===== src/rtl/cdq_pkg.sv =====
// ----------------------------------------------------------------------------
// cdq_pkg
// Shared types for the circular deque unit: operation codes and the
// controller states.
// ----------------------------------------------------------------------------
package cdq_pkg;

   // Operation codes carried by an input beat.
   typedef enum logic [2:0] {
      OP_PUSH_FRONT = 3'd0,
      OP_PUSH_REAR  = 3'd1,
      OP_POP_FRONT  = 3'd2,
      OP_POP_REAR   = 3'd3,
      OP_NO_CHANGE  = 3'd4
   } op_type;

   // Controller states.
   typedef enum logic {
      ST_IDLE = 1'b0,
      ST_READ = 1'b1
   } state_type;

endpackage


===== src/rtl/cdq_ram.sv =====
// ----------------------------------------------------------------------------
// cdq_ram
// Generic single-clock RAM with one write port and one read port. The read
// data is registered, so it appears in the cycle after the address.
// ----------------------------------------------------------------------------
module cdq_ram #(
   parameter int WIDTH = 32,
   parameter int DEPTH = 64,
   parameter int ADDR_W = (DEPTH > 1) ? $clog2(DEPTH) : 1
) (
   input  logic              clock,
   input  logic              wr_en,
   input  logic [ADDR_W-1:0] wr_addr,
   input  logic [WIDTH-1:0]  wr_data,
   input  logic              rd_en,
   input  logic [ADDR_W-1:0] rd_addr,
   output logic [WIDTH-1:0]  rd_data
);

   logic [WIDTH-1:0] mem_ff [DEPTH];
   logic [WIDTH-1:0] rd_data_ff;

   // Write port.
   always_ff @(posedge clock) begin
      if (wr_en) begin
         mem_ff[wr_addr] <= wr_data;
      end
   end

   // Registered read port.
   always_ff @(posedge clock) begin
      if (rd_en) begin
         rd_data_ff <= mem_ff[rd_addr];
      end
   end

   assign rd_data = rd_data_ff;

endmodule


===== src/rtl/circular_deque_unit.sv =====
// ----------------------------------------------------------------------------
// circular_deque_unit
// Double-ended queue of signed items held in a ring whose size in use is
// set by a configuration register.
// ----------------------------------------------------------------------------
// A push, a refused operation, a no change, or a pop that empties the deque
// keeps busy low, and the result beat appears on the cycle after start. A
// pop that leaves items behind must first fetch the new front or rear item
// from the ring RAM, whose read data is registered; busy is high while the
// controller is in ST_READ, and the result beat is registered from it. The
// front and rear items are kept in registers, so a push never reads the RAM.
// The result beat is on the rsp_ ports for exactly one cycle, marked by
// rsp_strobe, and the receiver cannot stall it. Writing the capacity
// register empties the deque; it is taken whenever busy is low.
// ----------------------------------------------------------------------------
module circular_deque_unit #(
   parameter int MAX_DEPTH  = 64,
   parameter int ITEM_WIDTH = 32
) (
   input  logic                         clock,
   input  logic                         reset,
   // Command input.
   input  logic                         start,
   output logic                         busy,
   input  logic [2:0]                   req_operation,
   input  logic signed [ITEM_WIDTH-1:0] req_item_value,
   // Result output.
   output logic                         rsp_strobe,
   output logic                         rsp_accepted,
   output logic signed [ITEM_WIDTH-1:0] rsp_front_item,
   output logic signed [ITEM_WIDTH-1:0] rsp_rear_item,
   output logic                         rsp_is_empty,
   output logic                         rsp_is_full,
   output logic [6:0]                   rsp_item_count,
   // Capacity register write.
   input  logic                         csr_valid,
   output logic                         csr_ready,
   input  logic [6:0]                   csr_data
);

   import cdq_pkg::*;

   localparam int PTR_W = (MAX_DEPTH > 1) ? $clog2(MAX_DEPTH) : 1;
   localparam int CNT_W = $clog2(MAX_DEPTH + 1);
   localparam int CW    = (CNT_W > 7) ? CNT_W : 7;
   localparam int RESET_CAP = (MAX_DEPTH < 64) ? MAX_DEPTH : 64;

   // Control state.
   state_type        state_ff, state_in;
   logic [PTR_W-1:0] front_ff, front_in;
   logic [PTR_W-1:0] rear_ff, rear_in;
   logic [CNT_W-1:0] count_ff, count_in;
   logic [CNT_W-1:0] cap_ff, cap_in;
   logic             rsp_valid_ff, rsp_valid_in;

   // Payload state.
   logic [ITEM_WIDTH-1:0] front_item_ff, front_item_in;
   logic [ITEM_WIDTH-1:0] rear_item_ff, rear_item_in;
   logic                  accepted_ff, accepted_in;
   logic                  pend_front_ff, pend_front_in;

   // RAM ports.
   logic             wr_en;
   logic [PTR_W-1:0] wr_addr;
   logic             rd_en;
   logic [PTR_W-1:0] rd_addr;
   logic [ITEM_WIDTH-1:0] rd_data;

   logic             fire;
   logic             csr_fire;
   logic             need_read;
   logic [CW-1:0]    csr_wide;
   logic [CNT_W-1:0] cap_new;
   logic [CW-1:0]    count_wide;

   // Ring pointer step up, wrapping at the capacity in use.
   function automatic logic [PTR_W-1:0] slot_up(input logic [PTR_W-1:0] s,
                                                input logic [CNT_W-1:0] cap);
      logic [CW:0] nxt;
      nxt = (CW + 1)'(s) + 1'b1;
      if (nxt >= (CW + 1)'(cap)) begin
         return '0;
      end
      return PTR_W'(nxt);
   endfunction

   // Ring pointer step down, wrapping to the top slot in use.
   function automatic logic [PTR_W-1:0] slot_down(input logic [PTR_W-1:0] s,
                                                  input logic [CNT_W-1:0] cap);
      if (s == '0) begin
         return PTR_W'(cap - 1'b1);
      end
      return s - 1'b1;
   endfunction

   assign fire     = start && !busy;
   assign csr_ready = !busy;
   assign csr_fire = csr_valid && csr_ready;

   // Clamp the written capacity into 1 .. MAX_DEPTH.
   always_comb begin
      csr_wide = CW'(csr_data);
      if (csr_wide == '0) begin
         cap_new = CNT_W'(1);
      end else if (csr_wide > CW'(MAX_DEPTH)) begin
         cap_new = CNT_W'(MAX_DEPTH);
      end else begin
         cap_new = CNT_W'(csr_wide);
      end
   end

   // Operation datapath: pointer and count update, RAM write and read issue.
   always_comb begin
      front_in      = front_ff;
      rear_in       = rear_ff;
      count_in      = count_ff;
      cap_in        = cap_ff;
      front_item_in = front_item_ff;
      rear_item_in  = rear_item_ff;
      accepted_in   = accepted_ff;
      pend_front_in = pend_front_ff;
      wr_en         = 1'b0;
      wr_addr       = front_ff;
      rd_en         = 1'b0;
      rd_addr       = front_ff;
      need_read     = 1'b0;

      if (fire) begin
         accepted_in = 1'b0;
         case (op_type'(req_operation))
            OP_PUSH_FRONT: begin
               if (count_ff < cap_ff) begin
                  wr_en         = 1'b1;
                  wr_addr       = front_ff;
                  front_in      = slot_up(front_ff, cap_ff);
                  count_in      = count_ff + 1'b1;
                  front_item_in = req_item_value;
                  if (count_ff == '0) begin
                     rear_item_in = req_item_value;
                  end
                  accepted_in = 1'b1;
               end
            end
            OP_PUSH_REAR: begin
               if (count_ff < cap_ff) begin
                  wr_en        = 1'b1;
                  wr_addr      = rear_ff;
                  rear_in      = slot_down(rear_ff, cap_ff);
                  count_in     = count_ff + 1'b1;
                  rear_item_in = req_item_value;
                  if (count_ff == '0) begin
                     front_item_in = req_item_value;
                  end
                  accepted_in = 1'b1;
               end
            end
            OP_POP_FRONT: begin
               if (count_ff != '0) begin
                  front_in      = slot_down(front_ff, cap_ff);
                  count_in      = count_ff - 1'b1;
                  rd_addr       = slot_down(front_in, cap_ff);
                  need_read     = (count_ff > CNT_W'(1));
                  rd_en         = need_read;
                  pend_front_in = 1'b1;
                  accepted_in   = 1'b1;
               end
            end
            OP_POP_REAR: begin
               if (count_ff != '0) begin
                  rear_in       = slot_up(rear_ff, cap_ff);
                  count_in      = count_ff - 1'b1;
                  rd_addr       = slot_up(rear_in, cap_ff);
                  need_read     = (count_ff > CNT_W'(1));
                  rd_en         = need_read;
                  pend_front_in = 1'b0;
                  accepted_in   = 1'b1;
               end
            end
            OP_NO_CHANGE: begin
               accepted_in = 1'b1;
            end
            default: begin
               accepted_in = 1'b0;
            end
         endcase
      end

      // Fetched item lands in the cached front or rear register.
      if (state_ff == ST_READ) begin
         if (pend_front_ff) begin
            front_item_in = rd_data;
         end else begin
            rear_item_in = rd_data;
         end
      end

      // A capacity write empties the deque.
      if (csr_fire) begin
         cap_in   = cap_new;
         count_in = '0;
         front_in = '0;
         rear_in  = PTR_W'(cap_new - 1'b1);
      end
   end

   // Next state.
   always_comb begin
      state_in = state_ff;
      case (state_ff)
         ST_IDLE: begin
            if (fire && need_read) begin
               state_in = ST_READ;
            end
         end
         ST_READ: begin
            state_in = ST_IDLE;
         end
         default: begin
            state_in = ST_IDLE;
         end
      endcase
   end

   // Controller outputs.
   always_comb begin
      busy         = (state_ff == ST_READ);
      rsp_valid_in = (fire && !need_read) || (state_ff == ST_READ);
   end

   // Control registers.
   always_ff @(posedge clock) begin
      if (reset) begin
         state_ff     <= ST_IDLE;
         front_ff     <= '0;
         rear_ff      <= PTR_W'(RESET_CAP - 1);
         count_ff     <= '0;
         cap_ff       <= CNT_W'(RESET_CAP);
         rsp_valid_ff <= 1'b0;
      end else begin
         state_ff     <= state_in;
         front_ff     <= front_in;
         rear_ff      <= rear_in;
         count_ff     <= count_in;
         cap_ff       <= cap_in;
         rsp_valid_ff <= rsp_valid_in;
      end
   end

   // Payload registers.
   always_ff @(posedge clock) begin
      front_item_ff <= front_item_in;
      rear_item_ff  <= rear_item_in;
      accepted_ff   <= accepted_in;
      pend_front_ff <= pend_front_in;
   end

   // Ring storage.
   cdq_ram #(
      .WIDTH (ITEM_WIDTH),
      .DEPTH (MAX_DEPTH),
      .ADDR_W(PTR_W)
   ) u_ring (
      .clock  (clock),
      .wr_en  (wr_en),
      .wr_addr(wr_addr),
      .wr_data(req_item_value),
      .rd_en  (rd_en),
      .rd_addr(rd_addr),
      .rd_data(rd_data)
   );

   // Result beat: taken from the state left by the operation.
   assign count_wide     = CW'(count_ff);
   assign rsp_strobe     = rsp_valid_ff;
   assign rsp_accepted   = accepted_ff;
   assign rsp_is_empty   = (count_ff == '0);
   assign rsp_is_full    = (count_ff == cap_ff);
   assign rsp_item_count = count_wide[6:0];
   assign rsp_front_item = (count_ff == '0) ? '1 : front_item_ff;
   assign rsp_rear_item  = (count_ff == '0) ? '1 : rear_item_ff;

endmodule

===== config.mk =====
export PLATFORM = sky130hd
export DESIGN_NAME = circular_deque_unit
export DESIGN_NICKNAME = d
export VERILOG_FILES = /design/src/rtl/cdq_pkg.sv /design/src/rtl/cdq_ram.sv /design/src/rtl/circular_deque_unit.sv
export SDC_FILE = /design/constraint.sdc
export NUM_CORES = 2
export LEC_CHECK = 0
export BUFFER_PORTS_ARGS = -buffer_cell sky130_fd_sc_hd__buf_2
export CORE_MARGIN = 4
export CORE_UTILIZATION = 60
export CTS_CLUSTER_SIZE = 14
export DETAILED_ROUTE_END_ITERATION = 8
export GPL_ROUTABILITY_DRIVEN = 0
export GPL_TIMING_DRIVEN = 0
export PLACE_DENSITY = 0.76
export SLEW_MARGIN = 20
export SYNTH_ARGS = -nofsm -noshare
export SYNTH_HDL_FRONTEND = slang
export SYNTH_HIERARCHICAL = 1
export SYNTH_SLANG_ARGS = --single-unit

===== constraint.sdc =====
create_clock -name clock -period 7.2 [get_ports clock]
set_clock_uncertainty 0.15 [all_clocks]
set_input_delay 0.72 -clock clock [delete_from_list [all_inputs] [get_ports clock]]
set_output_delay 0.72 -clock clock [all_outputs]
set_load 0.01 [all_outputs]

# Yosys cells after proc, flatten, opt, wreduce, memory -nomap -nowiden
# Memory sizes are Yosys's and may differ from the RTL's. A register that Yosys moved wholly into a read port is not among the register bits.
# Index checks and enable logic that the tools add are counted.
[op_classes]
addsub = 10
mul = 0
n_div = 0
magnitude_cmp = 6
eq_ne = 12
n_shift = 0
mux = 93
bitwise_logic = 1
reduce_logical = 26
[op_table]
columns = ["cell", "n"]
rows = [
  ["32-bit 2-to-1 mux", 14],
  ["6-bit 2-to-1 mux", 30],
  ["32-bit one-hot mux with 2 select lines", 2],
  ["1-bit 2-to-1 mux", 36],
  ["6-bit one-hot mux with 2 select lines", 3],
  ["6-bit by 1-bit subtractor with 6-bit output (second input constant)", 5],
  ["7-bit 2-to-1 mux", 4],
  ["6-bit by 1-bit adder with 7-bit output (second input constant)", 3],
  ["7-bit greater-or-equal comparator", 3],
  ["6-bit zero test", 3],
  ["4-bit AND reduction", 4],
  ["7-bit zero test", 2],
  ["7-bit one-hot mux with 2 select lines", 1],
  ["2-bit nonzero test", 4],
  ["7-bit by 1-bit adder with 7-bit output (second input constant)", 1],
  ["7-bit == test", 1],
  ["7-bit by 1-bit greater-than comparator with 1-bit output (second input constant)", 1],
  ["7-bit greater-than comparator (second input constant)", 1],
  ["7-bit less-than comparator", 1],
  ["7-bit nonzero test", 1],
  ["7-bit by 1-bit subtractor with 7-bit output (second input constant)", 1],
  ["3-bit by 2-bit == test with 1-bit output (second input constant)", 2],
  ["2-bit != test (second input constant)", 3],
  ["3-bit != test (second input constant)", 2],
  ["other kinds (12)", 20],
]
[word_totals]
reg_bits = 94
latchBits = 0
mem_bits_rw = 2048
romBits = 0
elab_cells = 159
memories = 1
[memory_table]
columns = ["name", "words", "word_bits", "read_ports", "rd_clocked_by_memory_dff", "wr", "line_no", "source"]
rows = [
  ["u_ring.mem_ff", 64, 32, 1, 1, 1, "cdq_ram.sv:20", "logic [WIDTH-1:0] mem_ff [DEPTH];"],
]

# Logic depth before layout (Yosys ltp)
[logic_depth]
word_depth = 20
depth_mapped = 31
depth_no_buf = 26

# Modules after synthesis
# Netlist, hierarchy kept.
[by_module_without_submodules]
columns = ["mod", "n_inst", "cells_each", "area_per_inst_um2", "seq_area_each_um2"]
rows = [
  ["cdq_ram", 1, 3323, 78838.1, 62459.9],
  ["circular_deque_unit", 1, 870, 6750.2, 1901.8],
]

# Worst setup path after synthesis
# No wires, ideal clock.
[synth_path]
path_type = "reg2reg"
from = "reg rear_ff[2]"
to = "reg u_ring.rd_data_ff[13], in the netlist u_ring/rd_data[13] (read register of u_ring.mem_ff), data pin"
setup_time_ns = 0.256
arrival_time_ns = 5.722
slack_ns = 1.072
path_stages_with_launch = 29
path_cell_list = "dfxtp_1 clkbuf_1 and3_1 nand3_1 xor2_1 inv_1 ha_1 nand3_1 o21ai_0 a21o_1 clkbuf_1 nor2_1 ha_1 nand3_1 xnor2_1 nor2_1 ha_1 a21oi_1 o21ai_0 nor4_1 o21ai_0 a31oi_1 buf_4 buf_6 buf_2 mux4_2 mux4_2 o22ai_1 nor2_1"
[synth_between]
elab_chain_len = 20
[synth_lines]
columns = ["element", "line_no", "source"]
rows = [
  ["from (decl)", "circular_deque_unit.sv:51", "logic [PTR_W-1:0] rear_ff, rear_in;"],
  ["from (signal assigned)", "circular_deque_unit.sv:235", "rear_ff <= PTR_W'(RESET_CAP - 1);"],
  ["from (signal assigned)", "circular_deque_unit.sv:242", "rear_ff <= rear_in;"],
  ["6-bit by 1-bit adder with 7-bit output (*)", "circular_deque_unit.sv:80", "nxt = (CW + 1)'(s) + 1'b1;"],
  ["7-bit greater-or-equal comparator", "circular_deque_unit.sv:81", "if (nxt >= (CW + 1)'(cap)) begin"],
  ["1-bit 2-to-1 mux", "circular_deque_unit.sv:81", ""],
  ["1-bit 2-to-1 mux", "circular_deque_unit.sv:169", "if (count_ff != '0) begin"],
  ["1-bit 2-to-1 mux", "circular_deque_unit.sv:130", "case (op_type'(req_operation))"],
  ["1-bit 2-to-1 mux", "circular_deque_unit.sv:128", "if (fire) begin"],
  ["6-bit 2-to-1 mux (*)", "circular_deque_unit.sv:84", "return PTR_W'(nxt);"],
  ["6-bit 2-to-1 mux (*)", "circular_deque_unit.sv:169", ""],
  ["[5 not listed]", "n/a", ""],
  ["1-bit 2-to-1 mux", "circular_deque_unit.sv:169", ""],
  ["1-bit 2-to-1 mux", "circular_deque_unit.sv:130", ""],
  ["1-bit 2-to-1 mux", "circular_deque_unit.sv:128", ""],
  ["6-bit 2-to-1 mux (*)", "circular_deque_unit.sv:84", ""],
  ["6-bit 2-to-1 mux (*)", "circular_deque_unit.sv:169", ""],
  ["6-bit one-hot mux with 2 select lines (*)", "circular_deque_unit.sv:130", ""],
  ["6-bit 2-to-1 mux (*)", "circular_deque_unit.sv:128", ""],
  ["net rd_addr[0]", "circular_deque_unit.sv:66", "logic [PTR_W-1:0] rd_addr;"],
  ["to (decl)", "cdq_ram.sv:21", "logic [WIDTH-1:0] rd_data_ff;"],
]
# Mark *: on every way through the listed nets, which the timed path passes. The rest lies on a longest branch. The select of a mux whose other input is x is not followed.
# A chain may end at the register's enable or synchronous reset.

# Worst setup path after layout
[layout_path]
from = "reg rear_ff[0]"
to = "reg u_ring.rd_data_ff[20], in the netlist u_ring/rd_data[20] (read register of u_ring.mem_ff), data pin"
# The elaborated chain is that of the path after synthesis.

==> results.cfg <==
[run_status]
outcome = finished clean

[timing]
timing.final.hold_violations = 0
timing.final.max_slew_violations = 0
maxClockFrequency_mhz = 141
slew_headroom = 0.142
postLayoutSetupSlackWorst_ps = 109
final_min_period_over_clock_period = 0.985
timing.final.crit_period_ps = 7090
timing.setup.tns_ps = 0
timing_worst_slew_pin_value_ps = 1290
setup_viol = 0

[floorplanning]
dieArea_um2 = 149000
rows = 138
starting_density_of_the_core = 0.604
floorplan.io_pins = 123
die_height_um = 386
die_width_um = 386
design.core.area_um2 = 142000

[yosys]
avgSynthCellArea_um2 = 20.4
post_synthesis_net_count = 4281
postSynthCellCount = 4193
synth.ff_latch_count = 2174
mappedNetlistArea_um2 = 85600
synth_ff_type = edfxtp_1
seq_area_frac_synth = 0.752
syn_warnings = 6
ys_async_sr_fraction = 0
synth_enable_flop_cells = 2082
ys_types = 74

[route]
postRouteAntennaNets = 0
detailed_routing_iterations_pass_1 = 8
detail_route.vias_per_cell = 7.37
detailedRoute.firstIterationViolations = 9194
vias = 49500
postRouteWirelength_mm = 281
detail_route.wl_per_cell_um = 41.9
drcViolationCount = 0

[finish]
final_cell_mix = edfxtp_1 (2,082), mux4_2 (544), clkbuf_16 (207)
final_design_area_no_fill_um2 = 99800
fin_nets = 4738
post_route_cells_drive_above_1_share = 0.299
mostFrequentLayoutCell = edfxtp_1
synthToLayoutAreaGrowth_pct = 16.6

[cts]
num_clock_sinks = 2174
worst_skew_pair.late_latency_ps = 860
cts.root.buffer_cell = clkbuf_16
clock_tree.htree_level_count = 4
tritoncts = done
inserted_clock_buffers = 203
cts-root-to-sink-buffers = 3
clk_pin_slew_ps = 70

[power_and_ir_drop]
power.combinational.fraction = 0.077
net-switching-power_mw = 6.10
p_int_mw = 20.6
power.share.sequential = 0.524
post-layout-total-power_mw = 26.7
clock_power_share = 0.399
ir_worst_vdd_uv = 292
power_per_cell_area_nw_per_um2 = 268
power.leakage_nw = 31.0
p_sw_frac = 0.228

[critical_path]
setup.worst_path.class = flop to flop
critPathRequiredTime_ps = 7590
slowest_stage = mux2i_1
worst-path-max-fanout = 10
setup.worst_path.end_class = flop
cp.arrival_ps = 7480
kind_of_launch_point_of_the_worst_setup_path = flop
crit_top_cell = buf_4
worst_path_largest_cell_delay_ps = 530

[placement]
hpwl_mm = 169
placed_area_um2 = 91700
pre_cts_ws_ps = -2210
quantity_of_i_o_buffers_inserted_on_ports = 122

[global_route]
groute.usage.overall = 0.376
grt_antenna_before_repair = 15
vias_in_the_first_global_route = 48400
grt_pass1_wl_mm = 380
maximum_number_of_pins_on_one_net_before_global_route_repair = 67
grt_overflow_total = 0

[flow_run]
drv.max_cap_violation_count = 0

[worst_hold_path]
worst_hold_path_type = input port to flop
==> final timing paths <==
kind / start / to / slack [ps] / depth (start not counted)
min: csr_data[5] / cap_ff[5]$_SDFFE_PP0P_ / 40 / 3
min reg2reg: u_ring/rd_data[18]$_DFFE_PP_ / rear_item_ff[18]$_DFF_P_ / 350 / 2
max reg2reg: rear_ff[0]$_SDFFE_PP1P_ / u_ring/rd_data[20]$_DFFE_PP_ / 110 / 28
max: rear_ff[0]$_SDFFE_PP1P_ / u_ring/rd_data[20]$_DFFE_PP_ / 110 / 28
==> through the flow <==
step           cells  utilization  hold WS, ps
6_report        6714        0.705         42.6
5_1_grt         6707        0.705         34.0
4_1_cts         6698        0.699         2.26
3_5_place_dp    6330        0.648          332
3_3_place_gp    6205        0.626          321
2_1_floorplan   4193            -          294
==> state kept, by name, summed over array words and instances (netlist names), 6 cells and up <==
| name | count |
|---|---|
| u_ring/mem_ff | 2048 |
| front_item_ff | 32 |
| rear_item_ff | 32 |
| u_ring/rd_data | 32 |
| cap_ff | 7 |
| rsp_item_count | 7 |
| front_ff | 6 |
| rear_ff | 6 |
==> cells in the mapped netlist, types with 42 or more instances <==
master | count | area share
a21oi_1 | 132 | 0.0077
buf_2 | 64 | 0.0037
clkbuf_1 | 119 | 0.0052
dfxtp_1 | 92 | 0.022
edfxtp_1 | 2082 | 0.73
ha_1 | 42 | 0.0061
mux2i_1 | 130 | 0.015
mux4_2 | 544 | 0.14
nand2_1 | 97 | 0.0043
nand2b_1 | 80 | 0.0058
nor2_1 | 222 | 0.0097
o21ai_0 | 84 | 0.0049
o22ai_1 | 84 | 0.0061
==> power groups by stage <==
stage / clock [mW] / combinational [mW] / sequential (mW)
2_1_floorplan: 0 / 1.00 / 14.2
3_3_place_gp: 0 / 1.74 / 14.3
3_5_place_dp: 0 / 1.81 / 14.3
4_1_cts: 10.7 / 1.90 / 14.0
5_1_grt: 11.3 / 2.10 / 14.0
6_report: 10.7 / 2.05 / 14.0
==> cell type report <==
cell class	instances	area (um^2)
buffer	231	1890
antenna	9	22.5
multi-input combinational	1749	21100
clock buffer	252	5390
sequential	2174	64400
clock inverter	118	1110
inverter	28	105
timing repair buffer	263	3470
fill	8008	41800
tap	1890	2360
==> timing repair <==
item,CTS,global route
pin swaps,5,15
endpoints found under the setup margin,32,32
resized for setup,239,203
hold buffers,1,0
endpoints found under the hold margin,1,0
buffers inserted,7,7
cloned,0,1
==> per-layer routing <==
layer	GRT usage	part of all wire	wire, um	vias to the layer above
met5	0	0.00072	204	-
met4	0.239	0.081	22900	8
met3	0.135	0.16	44700	1080
met2	0.554	0.45	127000	5060
met1	0.481	0.31	86700	25000
li1	-	-	-	18400
==> critical path, delay by kind of cell, from the launching register on <==
family / cells / cell delay (ps)
buffers and inverters: 7 / 1790
xor gates and xnor gates: 1 / 200
and+or+nand+nor: 6 / 860
AOI/OAI and AO/OA: 9 / 1780
adders and majority gates: 4 / 1030
DFF: 1 / 420
muxes: 1 / 530
==> cells by family (layout without fill, tap and decap cells) <==
group                    count (synthesis)  count (layout)  share of synthesized area
buffers and inverters                  270             892                     0.0150
AO/OA/AOI/OAI                          464             464                     0.0351
multiplexers                           679             679                      0.159
other                                    0               9                          0
flip-flops                            2174            2174                      0.752
AND/OR/NAND/NOR                        534             534                     0.0297
adder cells (fa/ha/maj)                 42              42                    0.00614
XOR/XNOR                                30              30                    0.00307
No activity file was read; power rests on OpenSTA's default activity.
